## src/sv/prf_pkg.sv

```systemverilog
package prf_pkg;

  localparam int NUM_COEF  = 6;
  localparam int COEF_W    = 16;
  localparam int DCOEF_W   = 20;
  localparam int DEG_W     = 3;
  localparam int CFG_IDX_W = 3;
  localparam int CFG_W     = 32;
  localparam int TOL_W     = 32;
  localparam int X_W       = 32;
  localparam int F_W       = 48;
  localparam int ITER_W    = 7;
  localparam int STATUS_W  = 2;
  localparam int A_W       = 48;
  localparam int B_W       = 33;
  localparam int C_W       = 49;
  localparam int P_W       = A_W + B_W;
  localparam int Q_W       = 51;
  localparam int SUM_W     = 53;
  localparam int MUL_DIGITS = 3;
  localparam int DIGIT_W   = 16;
  localparam int FRAC_W    = 16;
  localparam int HW_DEGREE = 5;

  localparam logic [CFG_IDX_W-1:0] REG_DEGREE = 3'd6;
  localparam logic [CFG_IDX_W-1:0] REG_TOL    = 3'd7;

  localparam logic [STATUS_W-1:0] STATUS_CONVERGED = 2'd0;
  localparam logic [STATUS_W-1:0] STATUS_LIMIT     = 2'd1;
  localparam logic [STATUS_W-1:0] STATUS_ZERO_DIV  = 2'd2;

  localparam logic [Q_W-1:0] Q_CAP = {1'b1, {(Q_W-1){1'b0}}};

  typedef enum logic [2:0] {
    S_IDLE, S_H_INIT, S_H_MUL, S_H_WAIT, S_AFTER, S_LOOP, S_QUOT, S_FINISH
  } state_t;

  typedef enum logic [1:0] {PH_F0, PH_F1, PH_FD, PH_FNEW} phase_t;

  typedef enum logic [1:0] {MD_IDLE, MD_MUL, MD_DIV, MD_DONE} md_state_t;

  typedef struct packed {
    logic start;
    logic divide;
  } md_req_t;

  typedef struct packed {
    logic busy;
    logic done;
  } md_rsp_t;

endpackage

```

## src/sv/prf_channels.sv

```systemverilog
interface prf_in_if;
  import prf_pkg::*;
  logic                  valid;
  logic                  ready;
  logic                  action;
  logic signed [X_W-1:0] guess_a;
  logic signed [X_W-1:0] guess_b;
  modport source(output valid, action, guess_a, guess_b, input ready);
  modport sink(input valid, action, guess_a, guess_b, output ready);
endinterface

interface prf_out_if;
  import prf_pkg::*;
  logic                  valid;
  logic                  ready;
  logic signed [X_W-1:0] root;
  logic signed [F_W-1:0] residual;
  logic [ITER_W-1:0]     iterations;
  logic [STATUS_W-1:0]   status;
  modport source(output valid, root, residual, iterations, status, input ready);
  modport sink(input valid, root, residual, iterations, status, output ready);
endinterface

```

## src/sv/prf_muldiv.sv

```systemverilog
module prf_muldiv (
  input  logic                     clk,
  input  logic                     rst,
  input  prf_pkg::md_req_t         req,
  input  logic [prf_pkg::A_W-1:0]  a_mag,
  input  logic [prf_pkg::B_W-1:0]  b_mag,
  input  logic [prf_pkg::C_W-1:0]  c_mag,
  output prf_pkg::md_rsp_t         rsp,
  output logic [prf_pkg::Q_W-1:0]  quo
);
  import prf_pkg::*;

  localparam int CNT_W = $clog2(P_W);
  localparam int B_REG_W = MUL_DIGITS * DIGIT_W;

  md_state_t mstate, mstate_next;
  logic [A_W-1:0]     a;
  logic [B_REG_W-1:0] b;
  logic [C_W-1:0]     c;
  logic [P_W-1:0]     p, p_next;
  logic [CNT_W-1:0]   cnt;
  logic [C_W-1:0]     rem;
  logic               divide;

  logic [A_W+DIGIT_W-1:0] pp;
  logic [C_W:0]           rem_sh;
  logic [C_W:0]           rem_diff;
  logic                   ge;

  function automatic logic [Q_W-1:0] cap(input logic [P_W-1:0] v);
    return (v > P_W'(Q_CAP)) ? Q_CAP : v[Q_W-1:0];
  endfunction

  assign pp       = a * b[DIGIT_W-1:0];
  assign rem_sh   = {rem, p[P_W-1]};
  assign rem_diff = rem_sh - {1'b0, c};
  assign ge       = rem_sh >= {1'b0, c};

  always_comb begin
    p_next = p;
    if (mstate == MD_MUL) begin
      p_next = p + (P_W'(pp) << {cnt[1:0], 4'b0000});
    end else if (mstate == MD_DIV) begin
      p_next = {p[P_W-2:0], ge};
    end
  end

  always_comb begin
    mstate_next = mstate;
    unique case (mstate)
      MD_IDLE: if (req.start) mstate_next = MD_MUL;
      MD_MUL: begin
        if (cnt == CNT_W'(MUL_DIGITS - 1)) mstate_next = divide ? MD_DIV : MD_DONE;
      end
      MD_DIV: if (cnt == CNT_W'(P_W - 1)) mstate_next = MD_DONE;
      MD_DONE: mstate_next = MD_IDLE;
      default: mstate_next = MD_IDLE;
    endcase
  end

  always_comb begin
    rsp.busy = (mstate != MD_IDLE);
    rsp.done = (mstate == MD_DONE);
  end

  always_ff @(posedge clk) begin
    if (rst) begin
      mstate <= MD_IDLE;
    end else begin
      mstate <= mstate_next;
    end
  end

  always_ff @(posedge clk) begin
    unique case (mstate)
      MD_IDLE: begin
        if (req.start) begin
          a      <= a_mag;
          b      <= B_REG_W'(b_mag);
          c      <= c_mag;
          p      <= '0;
          cnt    <= '0;
          divide <= req.divide;
        end
      end
      MD_MUL: begin
        p <= p_next;
        b <= b >> DIGIT_W;
        if (cnt == CNT_W'(MUL_DIGITS - 1)) begin
          cnt <= '0;
          rem <= '0;
          quo <= cap(P_W'(p_next[P_W-1:FRAC_W]));
        end else begin
          cnt <= cnt + 1'b1;
        end
      end
      MD_DIV: begin
        p   <= p_next;
        rem <= ge ? rem_diff[C_W-1:0] : rem_sh[C_W-1:0];
        cnt <= cnt + 1'b1;
        if (cnt == CNT_W'(P_W - 1)) quo <= cap(p_next);
      end
      MD_DONE: begin
      end
      default: begin
      end
    endcase
  end

endmodule

```

## src/sv/polynomial_root_finder_core.sv

```systemverilog
// datapath: each horner step multiplies on the shared multiply unit, which also performs
//   the divides; an item runs newton or secant iterations for a polynomial of degree d,
//   up to MAX_ITER of them, with d at most 5
// throughput: one item at a time; ready stays low until the result sits in the output
//   register, which frees the input side while the result beat waits
// reset: synchronous, clears the sequencer and output valid, loads register defaults
module polynomial_root_finder_core #(
  parameter int MAX_DEGREE = 5,
  parameter int MAX_ITER   = 64
) (
  input  logic                          clk,
  input  logic                          rst,
  input  logic                          cfg_we,
  input  logic [prf_pkg::CFG_IDX_W-1:0] cfg_index,
  input  logic [prf_pkg::CFG_W-1:0]     cfg_data,
  prf_in_if.sink                        request,
  prf_out_if.source                     result
);
  import prf_pkg::*;

  localparam int IW   = $clog2(MAX_ITER + 1);
  localparam int DCAP = (MAX_DEGREE < HW_DEGREE) ? MAX_DEGREE : HW_DEGREE;
  localparam logic signed [SUM_W-1:0] F_MAX = SUM_W'(48'sh7FFF_FFFF_FFFF);
  localparam logic signed [SUM_W-1:0] F_MIN = -F_MAX - 1;
  localparam logic signed [SUM_W-1:0] X_MAX = SUM_W'(32'sh7FFF_FFFF);
  localparam logic signed [SUM_W-1:0] X_MIN = -X_MAX - 1;

  state_t state, state_next;
  phase_t phase;

  logic signed [COEF_W-1:0] coef [NUM_COEF];
  logic [DEG_W-1:0]         degree;
  logic [TOL_W-1:0]         tol;

  logic                  method;
  logic signed [X_W-1:0] x0, x1, hx;
  logic signed [F_W-1:0] f0, f1, acc;
  logic                  hderiv;
  logic [DEG_W-1:0]      hdeg, j;
  logic [IW-1:0]         iter;
  logic [STATUS_W-1:0]   status;
  logic                  md_neg;
  logic                  ovalid;

  md_req_t          md_req;
  md_rsp_t          md_rsp;
  logic [A_W-1:0]   md_a;
  logic [B_W-1:0]   md_b;
  logic [C_W-1:0]   md_c;
  logic [Q_W-1:0]   quo;

  logic [DEG_W-1:0]           d_eff;
  logic [DEG_W-1:0]           sel_idx;
  logic [DEG_W-1:0]           kidx;
  logic signed [COEF_W-1:0]   ck;
  logic signed [DCOEF_W-1:0]  cs;
  logic signed [SUM_W-1:0]    q_s, sum, xdiff;
  logic signed [F_W-1:0]      acc_sat;
  logic signed [X_W-1:0]      x2;
  logic [A_W-1:0]             acc_mag, f1_mag;
  logic [B_W-1:0]             hx_mag, dx_mag;
  logic signed [B_W-1:0]      dx;
  logic signed [C_W-1:0]      df;
  logic [C_W-1:0]             df_mag;
  logic                       conv;

  assign d_eff = (degree > DEG_W'(DCAP)) ? DEG_W'(DCAP) : degree;

  assign sel_idx = (state == S_H_INIT) ? hdeg : j - 1'b1;
  assign kidx    = hderiv ? sel_idx + 1'b1 : sel_idx;
  assign ck      = (kidx < DEG_W'(NUM_COEF)) ? coef[kidx] : '0;
  assign cs      = hderiv ? $signed({{(DCOEF_W-COEF_W){ck[COEF_W-1]}}, ck})
                            * $signed(DCOEF_W'(kidx))
                          : DCOEF_W'(ck);

  assign acc_mag = acc[F_W-1] ? A_W'(-acc) : A_W'(acc);
  assign f1_mag  = f1[F_W-1] ? A_W'(-f1) : A_W'(f1);
  assign hx_mag  = hx[X_W-1] ? B_W'(-$signed(B_W'(hx))) : B_W'(hx);
  assign dx      = $signed(B_W'(x1)) - $signed(B_W'(x0));
  assign dx_mag  = dx[B_W-1] ? B_W'(-dx) : B_W'(dx);
  assign df      = $signed(C_W'(f1)) - $signed(C_W'(f0));
  assign df_mag  = df[C_W-1] ? C_W'(-df) : C_W'(df);
  assign conv    = acc_mag <= A_W'(tol);

  assign q_s = md_neg ? (SUM_W'(0) - SUM_W'(quo)) : SUM_W'(quo);
  assign sum = $signed({{(SUM_W-DCOEF_W-FRAC_W){cs[DCOEF_W-1]}}, cs, 16'h0000}) + q_s;
  assign acc_sat = (sum > F_MAX) ? F_W'(F_MAX) : (sum < F_MIN) ? F_W'(F_MIN) : F_W'(sum);
  assign xdiff = $signed(SUM_W'(x1)) - q_s;
  assign x2 = (xdiff > X_MAX) ? X_W'(X_MAX) : (xdiff < X_MIN) ? X_W'(X_MIN) : X_W'(xdiff);

  assign request.ready     = (state == S_IDLE);
  assign result.valid      = ovalid;

  prf_muldiv u_muldiv (
    .clk   (clk),
    .rst   (rst),
    .req   (md_req),
    .a_mag (md_a),
    .b_mag (md_b),
    .c_mag (md_c),
    .rsp   (md_rsp),
    .quo   (quo)
  );

  always_comb begin
    state_next = state;
    unique case (state)
      S_IDLE:   if (request.valid) state_next = S_H_INIT;
      S_H_INIT: state_next = S_H_MUL;
      S_H_MUL:  state_next = (j == '0) ? S_AFTER : S_H_WAIT;
      S_H_WAIT: if (md_rsp.done) state_next = S_H_MUL;
      S_AFTER: begin
        unique case (phase)
          PH_F0:   state_next = S_H_INIT;
          PH_F1:   state_next = S_LOOP;
          PH_FD:   state_next = (acc == '0) ? S_FINISH : S_QUOT;
          PH_FNEW: state_next = (conv || iter == IW'(MAX_ITER)) ? S_FINISH : S_LOOP;
          default: state_next = S_FINISH;
        endcase
      end
      S_LOOP: begin
        if (!method) state_next = (d_eff == '0) ? S_FINISH : S_H_INIT;
        else         state_next = (df == '0) ? S_FINISH : S_QUOT;
      end
      S_QUOT:   if (md_rsp.done) state_next = S_H_INIT;
      S_FINISH: if (!ovalid || result.ready) state_next = S_IDLE;
      default:  state_next = S_IDLE;
    endcase
  end

  always_comb begin
    md_req.start  = 1'b0;
    md_req.divide = 1'b0;
    md_a = acc_mag;
    md_b = hx_mag;
    md_c = '0;
    if (state == S_H_MUL && j != '0) begin
      md_req.start = 1'b1;
    end else if (state == S_AFTER && phase == PH_FD && acc != '0) begin
      md_req.start  = 1'b1;
      md_req.divide = 1'b1;
      md_a = f1_mag;
      md_b = B_W'(1 << FRAC_W);
      md_c = C_W'(acc_mag);
    end else if (state == S_LOOP && method && df != '0) begin
      md_req.start  = 1'b1;
      md_req.divide = 1'b1;
      md_a = f1_mag;
      md_b = dx_mag;
      md_c = df_mag;
    end
  end

  always_ff @(posedge clk) begin
    if (rst) begin
      state  <= S_IDLE;
      ovalid <= 1'b0;
      for (int i = 0; i < NUM_COEF; i++) coef[i] <= '0;
      degree <= DEG_W'(1);
      tol    <= TOL_W'(1);
    end else begin
      state <= state_next;
      if (state == S_FINISH && (!ovalid || result.ready)) ovalid <= 1'b1;
      else if (result.ready) ovalid <= 1'b0;
      if (cfg_we) begin
        if (cfg_index < CFG_IDX_W'(NUM_COEF)) coef[cfg_index] <= cfg_data[COEF_W-1:0];
        else if (cfg_index == REG_DEGREE)     degree <= cfg_data[DEG_W-1:0];
        else if (cfg_index == REG_TOL)        tol <= cfg_data[TOL_W-1:0];
      end
    end
  end

  always_ff @(posedge clk) begin
    unique case (state)
      S_IDLE: begin
        if (request.valid) begin
          method <= request.action;
          x0     <= request.guess_a;
          x1     <= request.action ? request.guess_b : request.guess_a;
          hx     <= request.guess_a;
          phase  <= request.action ? PH_F0 : PH_F1;
          hderiv <= 1'b0;
          hdeg   <= d_eff;
          iter   <= '0;
        end
      end
      S_H_INIT: begin
        acc <= $signed({{(F_W-DCOEF_W-FRAC_W){cs[DCOEF_W-1]}}, cs, 16'h0000});
        j   <= hdeg;
      end
      S_H_MUL: begin
        if (j != '0) md_neg <= acc[F_W-1] ^ hx[X_W-1];
      end
      S_H_WAIT: begin
        if (md_rsp.done) begin
          acc <= acc_sat;
          j   <= j - 1'b1;
        end
      end
      S_AFTER: begin
        unique case (phase)
          PH_F0: begin
            f0    <= acc;
            hx    <= x1;
            phase <= PH_F1;
          end
          PH_F1: f1 <= acc;
          PH_FD: begin
            if (acc == '0) status <= STATUS_ZERO_DIV;
            else           md_neg <= f1[F_W-1] ^ acc[F_W-1];
          end
          PH_FNEW: begin
            f1 <= acc;
            if (conv)                         status <= STATUS_CONVERGED;
            else if (iter == IW'(MAX_ITER))   status <= STATUS_LIMIT;
          end
          default: begin
          end
        endcase
      end
      S_LOOP: begin
        if (!method) begin
          if (d_eff == '0) begin
            status <= STATUS_ZERO_DIV;
          end else begin
            hx     <= x1;
            hderiv <= 1'b1;
            hdeg   <= d_eff - 1'b1;
            phase  <= PH_FD;
          end
        end else begin
          if (df == '0) status <= STATUS_ZERO_DIV;
          else          md_neg <= f1[F_W-1] ^ dx[B_W-1] ^ df[C_W-1];
        end
      end
      S_QUOT: begin
        if (md_rsp.done) begin
          if (method) begin
            x0 <= x1;
            f0 <= f1;
          end
          x1     <= x2;
          hx     <= x2;
          iter   <= iter + 1'b1;
          hderiv <= 1'b0;
          hdeg   <= d_eff;
          phase  <= PH_FNEW;
        end
      end
      S_FINISH: begin
        if (!ovalid || result.ready) begin
          result.root       <= x1;
          result.residual   <= f1;
          result.iterations <= ITER_W'(iter);
          result.status     <= status;
        end
      end
      default: begin
      end
    endcase
  end

  a_accept_starts: assert property (@(posedge clk) disable iff (rst)
    request.valid && request.ready |=> state == S_H_INIT)
    else $error("accepted beat did not start a search");

  a_iter_bound: assert property (@(posedge clk) disable iff (rst)
    state != S_IDLE |-> iter <= IW'(MAX_ITER))
    else $error("iteration count beyond limit");

  a_start_idle: assert property (@(posedge clk) disable iff (rst)
    md_req.start |-> !md_rsp.busy)
    else $error("shared unit started while busy");

  a_done_expected: assert property (@(posedge clk) disable iff (rst)
    md_rsp.done |-> (state == S_H_WAIT || state == S_QUOT))
    else $error("shared unit finished with no waiting step");

endmodule

```

## src/flat_wrapper.sv

```systemverilog
// flat-port wrapper written by rule: the top's interface ports become plain ports
module polynomial_root_finder_core_flat import prf_pkg::*;
#(
  parameter int MAX_DEGREE = 5,
  parameter int MAX_ITER   = 64
)
  (clk, rst, cfg_we, cfg_index, cfg_data, request_valid, request_action, request_guess_a, request_guess_b, request_ready, result_valid, result_root, result_residual, result_iterations, result_status, result_ready);
  prf_in_if request_i ();
  prf_out_if result_i ();
  input  logic clk;
  input  logic rst;
  input  logic cfg_we;
  input  logic [prf_pkg::CFG_IDX_W-1:0] cfg_index;
  input  logic [prf_pkg::CFG_W-1:0] cfg_data;
  input wire logic [$bits(request_i.valid)-1:0] request_valid;
  input wire logic [$bits(request_i.action)-1:0] request_action;
  input wire logic [$bits(request_i.guess_a)-1:0] request_guess_a;
  input wire logic [$bits(request_i.guess_b)-1:0] request_guess_b;
  output wire logic [$bits(request_i.ready)-1:0] request_ready;
  output wire logic [$bits(result_i.valid)-1:0] result_valid;
  output wire logic [$bits(result_i.root)-1:0] result_root;
  output wire logic [$bits(result_i.residual)-1:0] result_residual;
  output wire logic [$bits(result_i.iterations)-1:0] result_iterations;
  output wire logic [$bits(result_i.status)-1:0] result_status;
  input wire logic [$bits(result_i.ready)-1:0] result_ready;
  assign request_i.valid = request_valid;
  assign request_i.action = request_action;
  assign request_i.guess_a = request_guess_a;
  assign request_i.guess_b = request_guess_b;
  assign request_ready = request_i.ready;
  assign result_valid = result_i.valid;
  assign result_root = result_i.root;
  assign result_residual = result_i.residual;
  assign result_iterations = result_i.iterations;
  assign result_status = result_i.status;
  assign result_i.ready = result_ready;
  polynomial_root_finder_core #(.MAX_DEGREE(MAX_DEGREE), .MAX_ITER(MAX_ITER)) u_core (.clk(clk), .rst(rst), .cfg_we(cfg_we), .cfg_index(cfg_index), .cfg_data(cfg_data), .request(request_i), .result(result_i));
endmodule
```

## config.mk

```make
export PLATFORM = sky130hd
export DESIGN_NAME = polynomial_root_finder_core_flat
export DESIGN_NICKNAME = d
export VERILOG_FILES = /design/src/sv/prf_pkg.sv /design/src/sv/prf_channels.sv /design/src/sv/prf_muldiv.sv /design/src/sv/polynomial_root_finder_core.sv /design/src/flat_wrapper.sv
export SDC_FILE = /design/constraint.sdc
export NUM_CORES = 2
export LEC_CHECK = 0
export BUFFER_PORTS_ARGS = -buffer_cell sky130_fd_sc_hd__buf_2
export CORE_MARGIN = 2
export CORE_UTILIZATION = 30
export DETAILED_ROUTE_END_ITERATION = 10
export PLACE_DENSITY = 0.54
export SYNTH_ARGS = -nofsm -noshare
export SYNTH_HDL_FRONTEND = slang
export SYNTH_HIERARCHICAL = 1
export SYNTH_SLANG_ARGS = --single-unit
```

## constraint.sdc

```tcl
create_clock -name clk -period 10.5 [get_ports clk]
set_clock_uncertainty 0.15 [all_clocks]
set_input_delay 1.575 -clock clk [delete_from_list [all_inputs] [get_ports clk]]
set_output_delay 1.575 -clock clk [all_outputs]
set_load 0.02 [all_outputs]
```

# Word-level counts from Yosys, hierarchy flattened
# Memories as Yosys holds them, arrays and structs flattened.
# Index checks and enable logic that the tools add are counted.
dict set report totals {
  register_bits 724
  ram_bits 96
  input_bits 105
  word_cells 292
  memories 1
}
# memory depth width rd rd_ports_with_merged_regs wr line_no
set memory_table {}
lappend memory_table {u_core.coef 6 16 1 0 6 polynomial_root_finder_core.sv:31} ;# logic signed [COEF_W-1:0] coef [NUM_COEF];
dict set report op_classes {
  n_addsub 17
  multipliers 2
  magnitude_cmp 11
  n_eq_ne 39
  shift 1
  muxes 125
  bitwise 8
  n_reduce_logical 56
}
# cell count
set op_table {}
lappend op_table {{two-way mux 48 bit} 15}
lappend op_table {{two-way mux 32 bit} 11}
lappend op_table {{case mux 48 bit (2 select lines)} 3}
lappend op_table {{two-way mux 81 bit} 3}
lappend op_table {{two-way mux 51 bit} 4}
lappend op_table {{two-way mux 33 bit} 5}
lappend op_table {{case mux 81 bit (2 select lines)} 1}
lappend op_table {{case mux 32 bit (2 select lines)} 2}
lappend op_table {{case mux 32 bit (4 select lines)} 1}
lappend op_table {{case mux 51 bit (2 select lines)} 1}
lappend op_table {{two-way mux 49 bit} 2}
lappend op_table {{case mux 49 bit (2 select lines)} 1}
lappend op_table {{negator 48 bit} 2}
lappend op_table {{adder 81 bit} 1}
lappend op_table {{greater-than comparator 81 x 51 -> 1 bit (second input constant)} 1}
lappend op_table {{<< shifter 64 x 6 -> 81 bit} 1}
lappend op_table {{greater-than comparator 65 x 51 -> 1 bit (second input constant)} 1}
lappend op_table {{multiplier 48 x 16 -> 64 bit} 1}
lappend op_table {{adder 36 x 53 -> 53 bit} 1}
lappend op_table {{greater-than comparator 53 x 32 -> 1 bit (second input constant)} 1}
lappend op_table {{greater-than comparator 53 x 48 -> 1 bit (second input constant)} 1}
lappend op_table {{< comparator 53 x 32 -> 1 bit (second input constant)} 1}
lappend op_table {{< comparator 53 x 48 -> 1 bit (second input constant)} 1}
lappend op_table {{two-way mux 53 bit} 1}
lappend op_table {{other kinds (65)} 197}

# Logic depth before layout (Yosys ltp)
dict set report logic_depth {
  depth_word 14
  ltp_mapped 47
}

# By module
# The synthesis kept the hierarchy.
# module n_inst cells_each area_each_um2
set by_module_without_submodules {}
lappend by_module_without_submodules {prf_muldiv 1 5293 46854.9}
lappend by_module_without_submodules {polynomial_root_finder_core 1 4734 40652.7}

# Least setup slack after synthesis
# No wires, ideal clock.
dict set report synth_timing {
  path_type {register -> register}
  startpoint {register u_core.u_muldiv.b[6]}
  endpoint {register u_core/u_muldiv/quo[30] (netlist name) (data pin)}
  t_arrival_ns 10.926
  t_required_ns 10.195
  path_slack_ns -0.730
  path_stages_with_launch 45
  cell_sequence {edfxtp_1 > clkbuf_1 > clkbuf_1 > nand2_1 > fa_1 > inv_1 > fa_1 > inv_1 > fa_1 > inv_1 > fa_1 > fa_1 > inv_1 > fa_1 > inv_1 > ha_1 > nand2_1 > o21a_1 > [... 9 more ...] > xnor2_1 > a221o_1 > ha_1 > and3_1 > nand2_1 > or2_2 > or3_1 > nor4_1 > o21ai_0 > a31oi_1 > nand4_1 > nor4_1 > nand4_1 > or4_1 > clkbuf_1 > buf_6 > buf_6 > o22ai_2}
}
dict set report synth_via {
  elab_chain_len 8
  word_cells_on_any_way 11
  classes_between {1 x add/sub; 1 x mul; 2 x order compare; 1 x shift; 6 x mux}
}
# item line_no
set synth_lines {}
lappend synth_lines {{start: declaration} prf_muldiv.sv:18} ;# logic [B_REG_W-1:0] b;
lappend synth_lines {{start signal: assignment} prf_muldiv.sv:79} ;# b <= B_REG_W'(b_mag);
lappend synth_lines {{start signal: assignment} prf_muldiv.sv:88} ;# b <= b >> DIGIT_W;
lappend synth_lines {{multiplier 48 x 16 -> 64 bit (*)} prf_muldiv.sv:34} ;# assign pp = a * b[DIGIT_W-1:0];
lappend synth_lines {{<< shifter 64 x 6 -> 81 bit (*)} prf_muldiv.sv:42} ;# p_next = p + (P_W'(pp) << {cnt[1:0], 4'b0000});
lappend synth_lines {{adder 81 bit (*)} prf_muldiv.sv:42}
lappend synth_lines {{two-way mux 81 bit (*)} prf_muldiv.sv:41} ;# if (mstate == MD_MUL) begin
lappend synth_lines {{greater-than comparator 81 x 51 -> 1 bit or greater-than comparator 65 x 51 -> 1 bit (tied branches)} prf_muldiv.sv:31} ;# return (v > P_W'(Q_CAP)) ? Q_CAP : v[Q_W-1:0];
lappend synth_lines {{two-way mux 51 bit} prf_muldiv.sv:31}
lappend synth_lines {{two-way mux 51 bit, on equally long branches} {prf_muldiv.sv:101, prf_muldiv.sv:89}}
lappend synth_lines {{case mux 51 bit (2 select lines) (*)} prf_muldiv.sv:75} ;# unique case (mstate)
lappend synth_lines {{end signal: assignment} prf_muldiv.sv:92} ;# quo <= cap(P_W'(p_next[P_W-1:FRAC_W]));
lappend synth_lines {{end signal: assignment} prf_muldiv.sv:101} ;# if (cnt == CNT_W'(P_W - 1)) quo <= cap(p_next);
lappend synth_lines {{end: declaration} prf_muldiv.sv:9} ;# output logic [prf_pkg::Q_W-1:0] quo
# Every way passes the cells marked *; elsewhere a longest branch is shown, timed or not. The select of a mux whose other input is x is not followed.
# A chain may end at the register's enable or synchronous reset.

# Worst setup path after layout
dict set report layout_timing {
  startpoint {register u_core.u_muldiv.b[13]}
  endpoint {register u_core/u_muldiv/quo[39] (netlist name) (data pin)}
}
# Same word-level chain as after synthesis.

==> results.md <==
- Largest net degree at the start of global routing: between 80 and 90
- Post-Syn Area: 0.0875 mm^2
- First-pass GRT wire length: 520 mm
- Final slew viol count: 0
- Max Cap Viol: 0
- Routed Antenna Nets: 0
- CTS Root Buffer Type: clkbuf_16
- Worst R2R Start: u_core/u_muldiv/b[13]
- Iteration-0 DRC Markers: between 8k and 9k
- H-Tree Depth: 3
- Final RePlAce weighted congestion: 1.01
- IO Port Bufs: between 150 and 200
- Final Hold Vio Count: 0
- Die Height: 544 um
- CP max-delay cell: fa_1
- Hold depth: 2
- Critical Path End Type: flip-flop
- CTS Buf Count: just under 100
- DP HPWL: about 290 mm
- Initial antenna violation count: 23
- Min-delay src: u_core/tol[5]
- Yosys cell types: roughly 110
- Vias: 79.9k
- RSZ-0062 raised after global routing: true
- CP dominant cell by count: buf_4
- Fraction of registers with async set/reset: 0%
- Area delta synth->final: 21.2%
- Hold/Removal Path Class: flip-flop to flip-flop
- GRT overflow: 0
- Fraction of layout cells with a size suffix above 1: 17.6%
- Die area: between 0.2 and 0.3 mm^2
- Core Box Area: around 0.29 mm^2
- Setup slack, reg-to-reg: -1.11 ns
- Net Count, Synth: 11.3k
- Rel. slew slack: between 2 and 3%
- Status: finished with violations
- CTS clk-pin slew, worst paths: approximately 0.06 ns
- Routed WL per cell: ~24 um
- Crit Path Category: flip-flop to flip-flop
- Final setup vio count: 51
- Worst-path maximum fanout: 8
- DR pass1 iterations: 7
- Top Ports: around 200
- Post-synth EDFFs: 764
- Initial Util: between 30% and 40%
- Placed insts: roughly 15k
- Fmax: between 80 and 90 MHz
- Vias in the first global route: 77.8k
- Die Wd: between 500 and 600 um
- # hold bufs at CTS: 0
- Critical R2R Capture: u_core/u_muldiv/quo[39]
- Clock buffer depth: 3
- Final Cycle Share: 111%
- Share of Yosys cell area claimed by the top area cell type: between 20% and 30%
- CTS tree: done
- Total GRT Usage: 23.4%
- Worst EP arrival: 12.05 ns
- Hold endpoint: u_core/tol[5]
- Final Instance Count excl. Fillers: between 10k and 15k
- WL final: between 300 and 400 mm
- Startpoint Class: flip-flop
- R2R depth: between 40 and 50
- Final worst path period need: 11.61 ns
- Failing checks: negative setup slack
- Synth area leaders: edfxtp_1 26%, fa_1 15%, ha_1 7.5%, nand2_1 6.0%, inv_1 4.9%
- Sink Count: 805
- Worst slew pin tran: 1.46 ns
- Nets: about 12k
- Leading area contributor after synthesis: edfxtp_1
- DRC viols: 0
- Syn. warnings: 6
- Flops & latches, synth: 805
- Ys flop type: edfxtp_1
- Rows: 198
- Fin worst setup slack: -1.11 ns
- Worst skew pair latency: roughly 0.80 ns
- CP peak stage delay: around 0.6 ns
- Hold_ws: between 0.3 and 0.4 ns
- Sequential-to-total area share from yosys stat: ~27%
- CP Data Required Time: approximately 11 ns
- Routed vias/inst: around 5.3
- Cells after Synth: 10.0k
- Syn_area_per_cell: 8.73 um^2
==> layer usage <==
metal / track usage (%) / vias up / routed length [um]
met5: 0 / - / 39
met4: 6.77 / 6 / 11900
met3: 3.54 / 486 / 26100
met2: 36.9 / 3075 / 159000
met1: 32.9 / 39800 / 158000
li1: - / 36500 / -
==> logic make-up after synthesis <==
logic type | count (synthesis) | share of synthesized area [%]
xor+xnor | 532 | 5.32
simple gates | 3434 | 18.4
compound gates | 2170 | 16.2
flops | 805 | 27.2
buf+inv | 1657 | 7.19
mux | 241 | 3.06
fa+ha+maj | 1188 | 22.7
==> sequential cells by signal (all words and copies together) (netlist names), 33 cells and up <==
| name | count |
|---|---|
| u_core/coef | 96 |
| u_core/u_muldiv/p | 81 |
| u_core/u_muldiv/quo | 51 |
| u_core/u_muldiv/c | 49 |
| u_core/u_muldiv/rem | 49 |
| u_core/acc | 48 |
| u_core/f0 | 48 |
| u_core/f1 | 48 |
| u_core/result.residual | 48 |
| u_core/u_muldiv/a | 48 |
| u_core/u_muldiv/b | 33 |
==> cells in the mapped netlist, drive strengths merged, types with 111 or more instances <==
| cell type | count |
|---|---|
| nand2 | 1404 |
| inv | 1149 |
| edfxtp | 764 |
| nor2 | 712 |
| fa | 664 |
| a21oi | 619 |
| ha | 523 |
| clkbuf | 432 |
| o21ai | 399 |
| and2 | 325 |
| xnor2 | 278 |
| xor2 | 254 |
| nand3 | 215 |
| a21o | 182 |
| mux2i | 182 |
| nor3 | 131 |
| a31oi | 114 |
| o22ai | 113 |
| nand4 | 111 |
==> cell usage in the layout, fill, tap and decap left out, types with 44 or more instances in the layout <==
| master | Yosys | final |
|---|---|---|
| a21o_1 | 182 | 181 |
| o22ai_1 | 103 | 63 |
| xnor2_1 | 278 | 270 |
| nor2b_1 | 73 | 70 |
| o211ai_1 | 77 | 77 |
| a21oi_1 | 616 | 572 |
| and3_1 | 66 | 63 |
| mux2i_1 | 182 | 178 |
| buf_4 | 0 | 1031 |
| and2_1 | 323 | 320 |
| o22ai_2 | 10 | 47 |
| or3_1 | 65 | 61 |
| or4_1 | 49 | 44 |
| clkbuf_16 | 0 | 105 |
| nor2_1 | 711 | 697 |
| nor3_1 | 130 | 125 |
| buf_2 | 28 | 195 |
| a211oi_1 | 87 | 78 |
| o21bai_1 | 51 | 49 |
| xor2_1 | 254 | 250 |
| nand3_1 | 214 | 211 |
| a31oi_1 | 114 | 105 |
| nand2b_1 | 79 | 79 |
| edfxtp_1 | 764 | 764 |
| o31ai_1 | 105 | 101 |
| inv_1 | 1147 | 1139 |
| nand4_1 | 111 | 111 |
| nand2_1 | 1404 | 1400 |
| fa_1 | 664 | 641 |
| o21a_1 | 73 | 72 |
| o21ai_0 | 380 | 337 |
| nor4_1 | 53 | 46 |
| ha_1 | 523 | 493 |
| buf_12 | 0 | 48 |
==> worst max-delay path: cells and delay by family, from the launching register on <==
kind	cells	cell delay (ns)
multiplexers	1	0.11
AO/OA/AOI/OAI	15	2.80
flip-flops	1	0.43
AND/OR/NAND/NOR	8	1.79
buffers and inverters	15	2.20
XOR/XNOR	1	0.20
adder cells (fa/ha/maj)	8	3.73
==> cell type report <==
class,count,area [um^2]
Clock buffer,113,2530
Clock inverter,68,744
Inverter,1152,4330
Multi-Input combinational cell,7565,59200
Antenna cell,11,27.5
Fill cell,29600,185000
Timing Repair Buffer,1323,10600
Sequential cell,805,23800
Tap cell,3900,4880
==> how the worst max path moves through the flow <==
stage                           from                 endpoint  slack [ns]  cells past startpoint
2_1_floorplan  u_core/u_muldiv/b[15]  u_core/u_muldiv/quo[30]        0.02                     42
3_3_place_gp    u_core/u_muldiv/b[6]  u_core/u_muldiv/quo[11]       -1.67                     47
3_5_place_dp    u_core/u_muldiv/a[5]  u_core/u_muldiv/quo[23]       -1.75                     43
4_1_cts        u_core/u_muldiv/b[13]  u_core/u_muldiv/quo[27]       -1.01                     44
5_1_grt         u_core/u_muldiv/b[6]  u_core/u_muldiv/quo[27]       -1.37                     51
6_report       u_core/u_muldiv/b[13]  u_core/u_muldiv/quo[39]       -1.11                     48
==> per-stage QoR <==
stage                     area [um^2]  setup TNS (ns)  util (%)  setup WS (ns)
after detailed placement       100000          -87.41      34.5          -1.75
after global routing           106000          -68.36      36.5          -1.37
after floorplan                 87900               0         -         0.0165
final                          106000          -53.49      36.5          -1.11
after CTS                      105000          -50.05      36.0          -1.01
after global placement         100000          -85.70      34.5          -1.67
==> repair_timing <==
item                                    CTS  global route
endpoints found under the setup margin   70           125
cloned                                    8             6
pin swaps                                95           119
resized for setup                       163           180
setup buffers                            44            35
Power is not shown: default switching activity piles up to over one toggle a cycle in this logic, so the estimate is an artifact.
